### config.mk
export PLATFORM = sky130hd
export DESIGN_NAME = async_hdlc_framer_crc16_unit
export DESIGN_NICKNAME = d
export VERILOG_FILES = /design/src/ahdlc_pkg.sv /design/src/ahdlc_front.sv /design/src/ahdlc_queue.sv /design/src/ahdlc_back.sv /design/src/async_hdlc_framer_crc16_unit.sv
export SDC_FILE = /design/constraint.sdc
export NUM_CORES = 1
export LEC_CHECK = 0
export BUFFER_PORTS_ARGS = -buffer_cell sky130_fd_sc_hd__buf_2
export CAP_MARGIN = 20
export CORE_ASPECT_RATIO = 0.75
export CORE_UTILIZATION = 60
export CTS_BUF_LIST = sky130_fd_sc_hd__clkbuf_4 sky130_fd_sc_hd__clkbuf_8 sky130_fd_sc_hd__clkbuf_16
export DETAILED_ROUTE_END_ITERATION = 6
export HOLD_SLACK_MARGIN = 0.05
export PLACE_DENSITY_LB_ADDON = 0.1
export SLEW_MARGIN = 20
export SYNTH_ARGS = -nofsm -noshare
export SYNTH_HDL_FRONTEND = slang
export SYNTH_HIERARCHICAL = 1
export SYNTH_SLANG_ARGS = --single-unit
### constraint.sdc
create_clock -name clock -period 4.6 [get_ports clock]
set_input_delay 0.23 -clock clock [delete_from_list [all_inputs] [get_ports clock]]
set_output_delay 0.23 -clock clock [all_outputs]
set_load 0.005 [all_outputs]
### src/ahdlc_pkg.sv
// Shared types, constants and the CRC-16 byte update for the HDLC framer.
`default_nettype none
package ahdlc_pkg;

   localparam logic [7:0]  FLAG_BYTE = 8'h7E;
   localparam logic [7:0]  ESC_BYTE  = 8'h7D;
   localparam logic [7:0]  XOR_MASK  = 8'h20;
   localparam logic [15:0] CRC_INIT  = 16'hFFFF;
   localparam logic [15:0] CRC_POLY  = 16'h1021;

   localparam int QUEUE_DEPTH_DEFAULT = 4;

   typedef struct packed {
      logic        open;
      logic        last;
      logic [7:0]  data;
      logic [15:0] crc;
   } ahdlc_entry_type;

   function automatic logic [15:0] crc_byte(input logic [15:0] crc, input logic [7:0] b);
      logic [15:0] c;
      c = crc ^ {b, 8'h00};
      for (int i = 0; i < 8; i++) begin
         if (c[15]) begin
            c = {c[14:0], 1'b0} ^ CRC_POLY;
         end else begin
            c = {c[14:0], 1'b0};
         end
      end
      return c;
   endfunction

endpackage
`default_nettype wire

### src/ahdlc_front.sv
// Front end: accepts payload bytes, tracks frame state and runs the CRC.
`default_nettype none
module ahdlc_front (
   input  wire                        clock,
   input  wire                        reset,
   input  wire                        req_tvalid,
   output logic                       req_tready,
   input  wire  [7:0]                 req_tdata,   // [7:0] payload_byte
   input  wire                        req_tlast,   // frame_last
   output logic                       push,
   output ahdlc_pkg::ahdlc_entry_type push_entry,
   input  wire                        queue_full
);
   import ahdlc_pkg::*;

   logic [15:0] crc_ff, crc_in;
   logic        inside_ff, inside_in;
   logic [15:0] crc_next;

   assign req_tready = !queue_full;
   assign push       = req_tvalid && req_tready;

   always_comb begin
      crc_next  = crc_byte(inside_ff ? crc_ff : CRC_INIT, req_tdata);
      crc_in    = crc_ff;
      inside_in = inside_ff;
      if (push) begin
         crc_in    = req_tlast ? CRC_INIT : crc_next;
         inside_in = !req_tlast;
      end
      push_entry.open = !inside_ff;
      push_entry.last = req_tlast;
      push_entry.data = req_tdata;
      push_entry.crc  = crc_next;
   end

   always_ff @(posedge clock) begin
      if (reset) begin
         crc_ff    <= CRC_INIT;
         inside_ff <= 1'b0;
      end else begin
         crc_ff    <= crc_in;
         inside_ff <= inside_in;
      end
   end

endmodule
`default_nettype wire

### src/ahdlc_queue.sv
// Short queue of classified bytes between front and back end.
`default_nettype none
module ahdlc_queue #(
   parameter int QUEUE_DEPTH = ahdlc_pkg::QUEUE_DEPTH_DEFAULT
) (
   input  wire                        clock,
   input  wire                        reset,
   input  wire                        push,
   input  ahdlc_pkg::ahdlc_entry_type push_entry,
   output logic                       full,
   input  wire                        pop,
   output ahdlc_pkg::ahdlc_entry_type pop_entry,
   output logic                       not_empty
);
   import ahdlc_pkg::*;

   localparam int PTR_W = (QUEUE_DEPTH > 1) ? $clog2(QUEUE_DEPTH) : 1;
   localparam int CNT_W = $clog2(QUEUE_DEPTH + 1);

   ahdlc_entry_type     slot_ff [QUEUE_DEPTH];
   logic [PTR_W-1:0]    wr_ptr_ff, wr_ptr_in;
   logic [PTR_W-1:0]    rd_ptr_ff, rd_ptr_in;
   logic [CNT_W-1:0]    count_ff, count_in;

   assign full      = (count_ff == CNT_W'(QUEUE_DEPTH));
   assign not_empty = (count_ff != '0);
   assign pop_entry = slot_ff[rd_ptr_ff];

   always_comb begin
      wr_ptr_in = wr_ptr_ff;
      rd_ptr_in = rd_ptr_ff;
      count_in  = count_ff;
      if (push) begin
         wr_ptr_in = (wr_ptr_ff == PTR_W'(QUEUE_DEPTH - 1)) ? '0 : wr_ptr_ff + 1'b1;
      end
      if (pop) begin
         rd_ptr_in = (rd_ptr_ff == PTR_W'(QUEUE_DEPTH - 1)) ? '0 : rd_ptr_ff + 1'b1;
      end
      if (push && !pop) begin
         count_in = count_ff + 1'b1;
      end else if (pop && !push) begin
         count_in = count_ff - 1'b1;
      end
   end

   always_ff @(posedge clock) begin
      if (reset) begin
         wr_ptr_ff <= '0;
         rd_ptr_ff <= '0;
         count_ff  <= '0;
      end else begin
         wr_ptr_ff <= wr_ptr_in;
         rd_ptr_ff <= rd_ptr_in;
         count_ff  <= count_in;
      end
   end

   always_ff @(posedge clock) begin
      if (push) begin
         slot_ff[wr_ptr_ff] <= push_entry;
      end
   end

endmodule
`default_nettype wire

### src/ahdlc_back.sv
// Back end: sequences flags, stuffed data and CRC bytes into the output register.
`default_nettype none
module ahdlc_back (
   input  wire                        clock,
   input  wire                        reset,
   input  wire                        entry_valid,
   input  ahdlc_pkg::ahdlc_entry_type entry,
   output logic                       pop,
   output logic                       rsp_tvalid,
   input  wire                        rsp_tready,
   output logic [7:0]                 rsp_tdata,   // [7:0] line_byte
   output logic                       rsp_tlast    // run_last
);
   import ahdlc_pkg::*;

   typedef enum logic [4:0] {
      PH_HEAD   = 5'b00001,
      PH_DATA   = 5'b00010,
      PH_CRC_HI = 5'b00100,
      PH_CRC_LO = 5'b01000,
      PH_CLOSE  = 5'b10000
   } ahdlc_phase_type;

   ahdlc_phase_type phase_ff, phase_in, phase_eff;
   logic            esc_ff, esc_in;
   logic            valid_ff, valid_in;
   logic [7:0]      data_ff, data_in;
   logic            last_ff, last_in;
   logic            load;
   logic [7:0]      cur;
   logic            special;

   assign rsp_tvalid = valid_ff;
   assign rsp_tdata  = data_ff;
   assign rsp_tlast  = last_ff;
   assign load       = entry_valid && (!valid_ff || rsp_tready);

   always_comb begin
      phase_eff = (phase_ff == PH_HEAD && !entry.open) ? PH_DATA : phase_ff;
      unique case (phase_eff)
         PH_CRC_HI: cur = entry.crc[15:8];
         PH_CRC_LO: cur = entry.crc[7:0];
         default:   cur = entry.data;
      endcase
      special  = (cur == FLAG_BYTE) || (cur == ESC_BYTE);
      phase_in = phase_ff;
      esc_in   = esc_ff;
      data_in  = data_ff;
      last_in  = last_ff;
      valid_in = valid_ff && !rsp_tready;
      pop      = 1'b0;
      if (load) begin
         valid_in = 1'b1;
         last_in  = 1'b0;
         unique case (phase_eff)
            PH_HEAD: begin
               data_in  = FLAG_BYTE;
               phase_in = PH_DATA;
            end
            PH_CLOSE: begin
               data_in  = FLAG_BYTE;
               last_in  = 1'b1;
               pop      = 1'b1;
               phase_in = PH_HEAD;
            end
            default: begin
               if (special && !esc_ff) begin
                  data_in = ESC_BYTE;
                  esc_in  = 1'b1;
               end else begin
                  data_in = esc_ff ? (cur ^ XOR_MASK) : cur;
                  esc_in  = 1'b0;
                  if (phase_eff == PH_DATA) begin
                     if (entry.last) begin
                        phase_in = PH_CRC_HI;
                     end else begin
                        last_in  = 1'b1;
                        pop      = 1'b1;
                        phase_in = PH_HEAD;
                     end
                  end else if (phase_eff == PH_CRC_HI) begin
                     phase_in = PH_CRC_LO;
                  end else begin
                     phase_in = PH_CLOSE;
                  end
               end
            end
         endcase
      end
   end

   always_ff @(posedge clock) begin
      if (reset) begin
         phase_ff <= PH_HEAD;
         esc_ff   <= 1'b0;
         valid_ff <= 1'b0;
      end else begin
         phase_ff <= phase_in;
         esc_ff   <= esc_in;
         valid_ff <= valid_in;
      end
   end

   always_ff @(posedge clock) begin
      data_ff <= data_in;
      last_ff <= last_in;
   end

endmodule
`default_nettype wire

### src/async_hdlc_framer_crc16_unit.sv
// Top level: HDLC framer with byte stuffing and CRC-16 trailer.
// An item's first line byte goes through the queue, then the output register.
// Throughput: one line byte per cycle from the output register unless stalled;
// an item yields 1 to 8 bytes (opening flag, escapes, CRC bytes, closing flag).
// Input is taken every cycle while the byte queue between the ends has room.
// Synchronous reset clears frame state, CRC to 0xFFFF, queue and output valid.
`default_nettype none
module async_hdlc_framer_crc16_unit #(
   parameter int QUEUE_DEPTH = ahdlc_pkg::QUEUE_DEPTH_DEFAULT
) (
   input  wire        clock,
   input  wire        reset,
   input  wire        req_tvalid,
   output logic       req_tready,
   input  wire  [7:0] req_tdata,   // [7:0] payload_byte
   input  wire        req_tlast,   // frame_last
   output logic       rsp_tvalid,
   input  wire        rsp_tready,
   output logic [7:0] rsp_tdata,   // [7:0] line_byte
   output logic       rsp_tlast    // run_last
);
   import ahdlc_pkg::*;

   logic            push, pop, queue_full, queue_valid;
   ahdlc_entry_type push_entry, pop_entry;

   ahdlc_front u_front (
      .clock      (clock),
      .reset      (reset),
      .req_tvalid (req_tvalid),
      .req_tready (req_tready),
      .req_tdata  (req_tdata),
      .req_tlast  (req_tlast),
      .push       (push),
      .push_entry (push_entry),
      .queue_full (queue_full)
   );

   ahdlc_queue #(
      .QUEUE_DEPTH (QUEUE_DEPTH)
   ) u_queue (
      .clock      (clock),
      .reset      (reset),
      .push       (push),
      .push_entry (push_entry),
      .full       (queue_full),
      .pop        (pop),
      .pop_entry  (pop_entry),
      .not_empty  (queue_valid)
   );

   ahdlc_back u_back (
      .clock       (clock),
      .reset       (reset),
      .entry_valid (queue_valid),
      .entry       (pop_entry),
      .pop         (pop),
      .rsp_tvalid  (rsp_tvalid),
      .rsp_tready  (rsp_tready),
      .rsp_tdata   (rsp_tdata),
      .rsp_tlast   (rsp_tlast)
   );

endmodule
`default_nettype wire

Word-level counts from Yosys, hierarchy flattened
Memory sizes are Yosys's and may differ from the RTL's. A register that Yosys moved wholly into a read port is not among the register bits.
Cells that the tools add are included.
{"block": "totals", "ff_bits": 40, "ram_bits": 104, "in_bits": 13, "output_inout_bits": 11, "word_cells": 97, "mem_count": 1}
{"name": "u_queue.slot_ff", "words": 4, "word_bits": 26, "read_ports": 1, "rd_ports_with_merged_regs": 1, "write_ports": 1, "line": "ahdlc_queue.sv:20", "rtl": "ahdlc_entry_type slot_ff [QUEUE_DEPTH];"}
{"block": "classes", "add_sub_neg": 4, "n_eq_ne": 12, "mux": 34, "bitwise": 11, "reduce_logical": 24}
{"op": "$mux W13", "n": 8}
{"op": "$mux W16", "n": 2}
{"op": "$not A3 Y3", "n": 8}
{"op": "$mux W5", "n": 4}
{"op": "$eq A8 B7 Y1 const B", "n": 2}
{"op": "$pmux W8 S2", "n": 1}
{"op": "$xor A16 B16 Y16", "n": 1}
{"op": "$eq A5 B1 Y1 const B", "n": 2}
{"op": "$mux W2", "n": 5}
{"op": "$pmux W5 S2", "n": 1}
{"op": "$logic_not A1 Y1", "n": 9}
{"op": "$mux W3", "n": 3}
{"op": "$mux W1", "n": 8}
{"op": "$logic_and A1 B1 Y1", "n": 7}
{"op": "$mux W6", "n": 1}
{"op": "$eq A5 B2 Y1 const B", "n": 1}
{"op": "$eq A5 B3 Y1 const B", "n": 1}
{"op": "$eq A5 B4 Y1 const B", "n": 1}
{"op": "$eq A5 B5 Y1 const B", "n": 1}
{"op": "$add A2 B1 Y2 const B", "n": 2}
{"op": "$eq A2 B2 Y1 const B", "n": 2}
{"op": "$reduce_and A2 Y1", "n": 2}
{"op": "$add A3 B1 Y3 const B", "n": 1}
{"op": "$eq A3 B3 Y1 const B", "n": 1}
{"op": "9 further kinds", "n": 11}

Logic depth before layout (Yosys ltp)
{"block": "logic_depth", "ltp_word": 19, "ltp_mapped": 15, "depth_no_buf": 13}

By module
The synthesis kept the hierarchy.
{"module": "ahdlc_queue", "instances": 1, "cells_per_inst": 180, "area_per_inst_um2": 4239.1, "seq_area_each_um2": 3303.2}
{"module": "ahdlc_front", "instances": 1, "cells_per_inst": 142, "area_per_inst_um2": 1292.5, "seq_area_each_um2": 340.3}
{"module": "ahdlc_back", "instances": 1, "cells_per_inst": 117, "area_per_inst_um2": 1043.5, "seq_area_each_um2": 410.4}

Worst setup path before layout
Ideal clock, no wire load.
{"block": "synth_timing", "path_type": "flip-flop to flip-flop", "start": "register with a tool-made name", "end": "register u_queue.count_ff[2]", "setup_ns": 0.070, "t_arrival_ns": 3.533, "required_time_ns": 4.530, "path_slack_ns": 0.997, "stages_incl_launch_ff": 16, "path_buffers": 2, "period_less_slack_ns": 3.603, "cell_sequence": "dfxtp_1 buf_6 buf_12 mux4_2 or3b_2 a21oi_1 o211a_1 o211a_1 a31oi_1 inv_1 ha_1 inv_1 fa_1 xor2_1 or3_1 a21oi_1"}
{"item": "to (signal assigned)", "line": "ahdlc_queue.sv:54", "rtl": "count_ff <= count_in;"}
{"item": "to (decl)", "line": "ahdlc_queue.sv:23", "rtl": "logic [CNT_W-1:0] count_ff, count_in;"}

==> run metrics <==
outcome complete, no violations; hold_sp req_tdata[2]; R2R setup slack 0.67 ns; largest cells by area after synthesis edfxtp_1 52%, dfxtp_1 10%, mux4_2 6.9%; post-layout util 69.9%; hold path depth 1; Critical Path AT 4.27 ns; Worst Setup Slack, final 0.672 ns; clock root buffer master clkbuf_16; total CTS buffers 17; DR iter-0 viols 426; die span in x 123 µm; initial antenna violation count 0; placed cell count approximately 580; GR Overflow Total 0; drt pass-1 iters 5; Core Region 10,500 µm²; startpoint types register; Warnings, synthesis 6; Antenna Cells 0; Slew @ Worst Pin 0.733 ns; hold-fix buffers at CTS 0; RR Endpoint u_queue/count_ff[2]; Pwr Density 549 nW/µm²; Initial Utilization 62.9%; fin nets 478; WL final 12,600 µm; Port Buffers 23; post-synth top area cell edfxtp_1; vias in the first global route around 3.5k; leakage dissipation 2.53 nW; ys flop type edfxtp_1; combinational power share 21.9%; HPWL Detailed approximately 8400 µm; Tcrit/Tclk final 85.4%; Crit Path Max Fanout 8; Mapped Nets 459; Die Ht 92.7 µm; WHS Endpoint u_queue/slot_ff[1][18]; cells on worst reg2reg path 13; htree depth 4; hold crit path type input pin to register; commonest non-fill, non-tap cell in the layout edfxtp_1; Rows 32; post-CTS setup buffer count 0; Design Area, Final 7300 µm²; synthesized area per cell 15.0 µm²; top cell type's share of synthesized area 51.6%; area grow syn2layout 11.1%; vias per cell 6.11; unique cell type count in the Yosys netlist 58; sequential share of power 44.4%; Worst slew margin 51.1%; share of layout cells above drive strength 1 between 20% and 30%; RSZ-0062 raised after global routing no; skew final between 0.006 and 0.007 ns; Tmin final 3.93 ns; DP Worst Slack between 0.7 and 0.8 ns; Required @ worst endpoint slightly below 5 ns; top achievable clock speed 255 MHz; Post-synth EDFFs ~110; Post-synth ARST share 0%; Clk pin slew, worst setup/hold paths 0.06 ns; post-placement cell area 6710 µm²; pins over their slew limit 0; DR WL/cell 20.8 µm; final setup TNS 0 ns; clk sinks roughly 150; RD Place Congestion 0.857; Hold Fails Final Rpt 0; Post-Syn Area 6580 µm²; first-pass GRT wire length 19,700 µm; commonest cells after routing, fill and taps aside 113 x edfxtp_1, 32 x dfxtp_1, 25 x nand2_1; max-cap viol count 0; clk_lat worst skew 0.41 ns; post_cts resized 0; Max VDD drop 361 µV; CP endpoint kind register; # DRC 0; switching power about 1.1 mW; Antenna Nets Post-Route 0; final number of setup-violating endpoints 0; critical path type register to register; cells after synthesis approximately 440; Seq cells post-synth 146; sequential share of the synthesized area 61.7%; Sw Share 28.5%; final non-filler cell total 607; GRT Total Usage 24.6%; clock share of power between 30% and 40%; IO Pins 24; largest net degree at the start of global routing 37; CTS tree yes; largest buffer count on any clock path 2; die area 11,400 µm²; Int Pwr 2.87 mW; via count 3,706
critical path, stage by stage, from the launching register on:
cell and delay (ns):
dfxtp_2 0.47, mux4_1 0.59, or3b_2 0.45, a21oi_1 0.25, o211a_1 0.20, o211a_1 0.27, a31oi_1 0.20, inv_1 0.15
ha_1 0.19, inv_1 0.07, fa_1 0.40, xor2_1 0.17, or3_1 0.31, a21oi_1 0.14
synthesized netlist by cell type, types with 10 or more instances:
cell and number:
edfxtp_1 113, xor2_1 12, xnor2_1 14, dfxtp_1 33, nor2_1 17, a21oi_1 11, inv_1 10, nand2_1 25
nor3b_1 11, mux4_2 20, nand2b_1 17
power groups by stage:
stage                     Combinational, mW  Sequential [mW]  Clock (mW)
final                                 0.877             1.78        1.35
after global routing                  0.966             1.80        1.43
after CTS                             0.880             1.78        1.38
after detailed placement              0.872             1.81           0
after global placement                0.855             1.80           0
after floorplan                       0.670             1.77           0
through the flow:
stage          total power [mW]  hold WS (ns)
2_1_floorplan              2.44         0.299
3_3_place_gp               2.65         0.476
3_5_place_dp               2.68         0.487
4_1_cts                    4.04        0.0574
5_1_grt                    4.20        0.0636
6_report                   4.01        0.0673
area by class of cell:
class | instances | area [µm²]
inverters | 10 | 37.5
multi-input cells | 254 | 2290
repair buffers | 29 | 160
clock buffers | 19 | 440
clock inverters | 13 | 150
fillers | 688 | 3150
well taps | 136 | 170
flip-flops and latches | 146 | 4060
routing by layer:
metal | global-route usage [%] | vias to the layer above | part of all wire, %
met5 | 0 | - | 0
met1 | 36.4 | 1862 | 47
li1 | - | 1716 | -
met3 | 4.86 | 13 | 5.6
met4 | 8.84 | 0 | 1.3
met2 | 36.2 | 115 | 47
how the worst max path moves through the flow:
stage	to	slack (ns)	cells past startpoint
final	u_queue/count_ff[2]	0.67	13
after detailed placement	u_queue/count_ff[2]	0.71	13
after floorplan	u_queue/count_ff[2]	1.0	15
after global routing	u_queue/count_ff[2]	0.43	13
after CTS	u_queue/count_ff[2]	0.69	13
after global placement	u_queue/count_ff[2]	0.85	13
cells by family (layout without fill, tap and decap cells):
group,after synthesis,count (layout),share of synthesized area [%]
and+or+nand+nor,114,114,9.99
DFF,146,146,61.7
xor gates and xnor gates,33,33,5.86
adders and majority gates,7,7,1.45
muxes,31,31,10.0
AOI/OAI and AO/OA,69,69,7.54
buffers and inverters,39,71,3.50
sequential cells by signal (all words and copies together) (netlist names), named ones only:
signal	cells
u_queue/slot_ff	104
u_front/crc_ff	16
u_back/rsp_tdata	8
u_back/phase_ff	5
u_queue/count_ff	3
u_queue/rd_ptr_ff	2
u_queue/wr_ptr_ff	2
u_back/esc_ff	1
u_back/rsp_tlast	1
u_back/rsp_tvalid	1
u_front/inside_ff	1
Power figures use the tool's default switching activity.
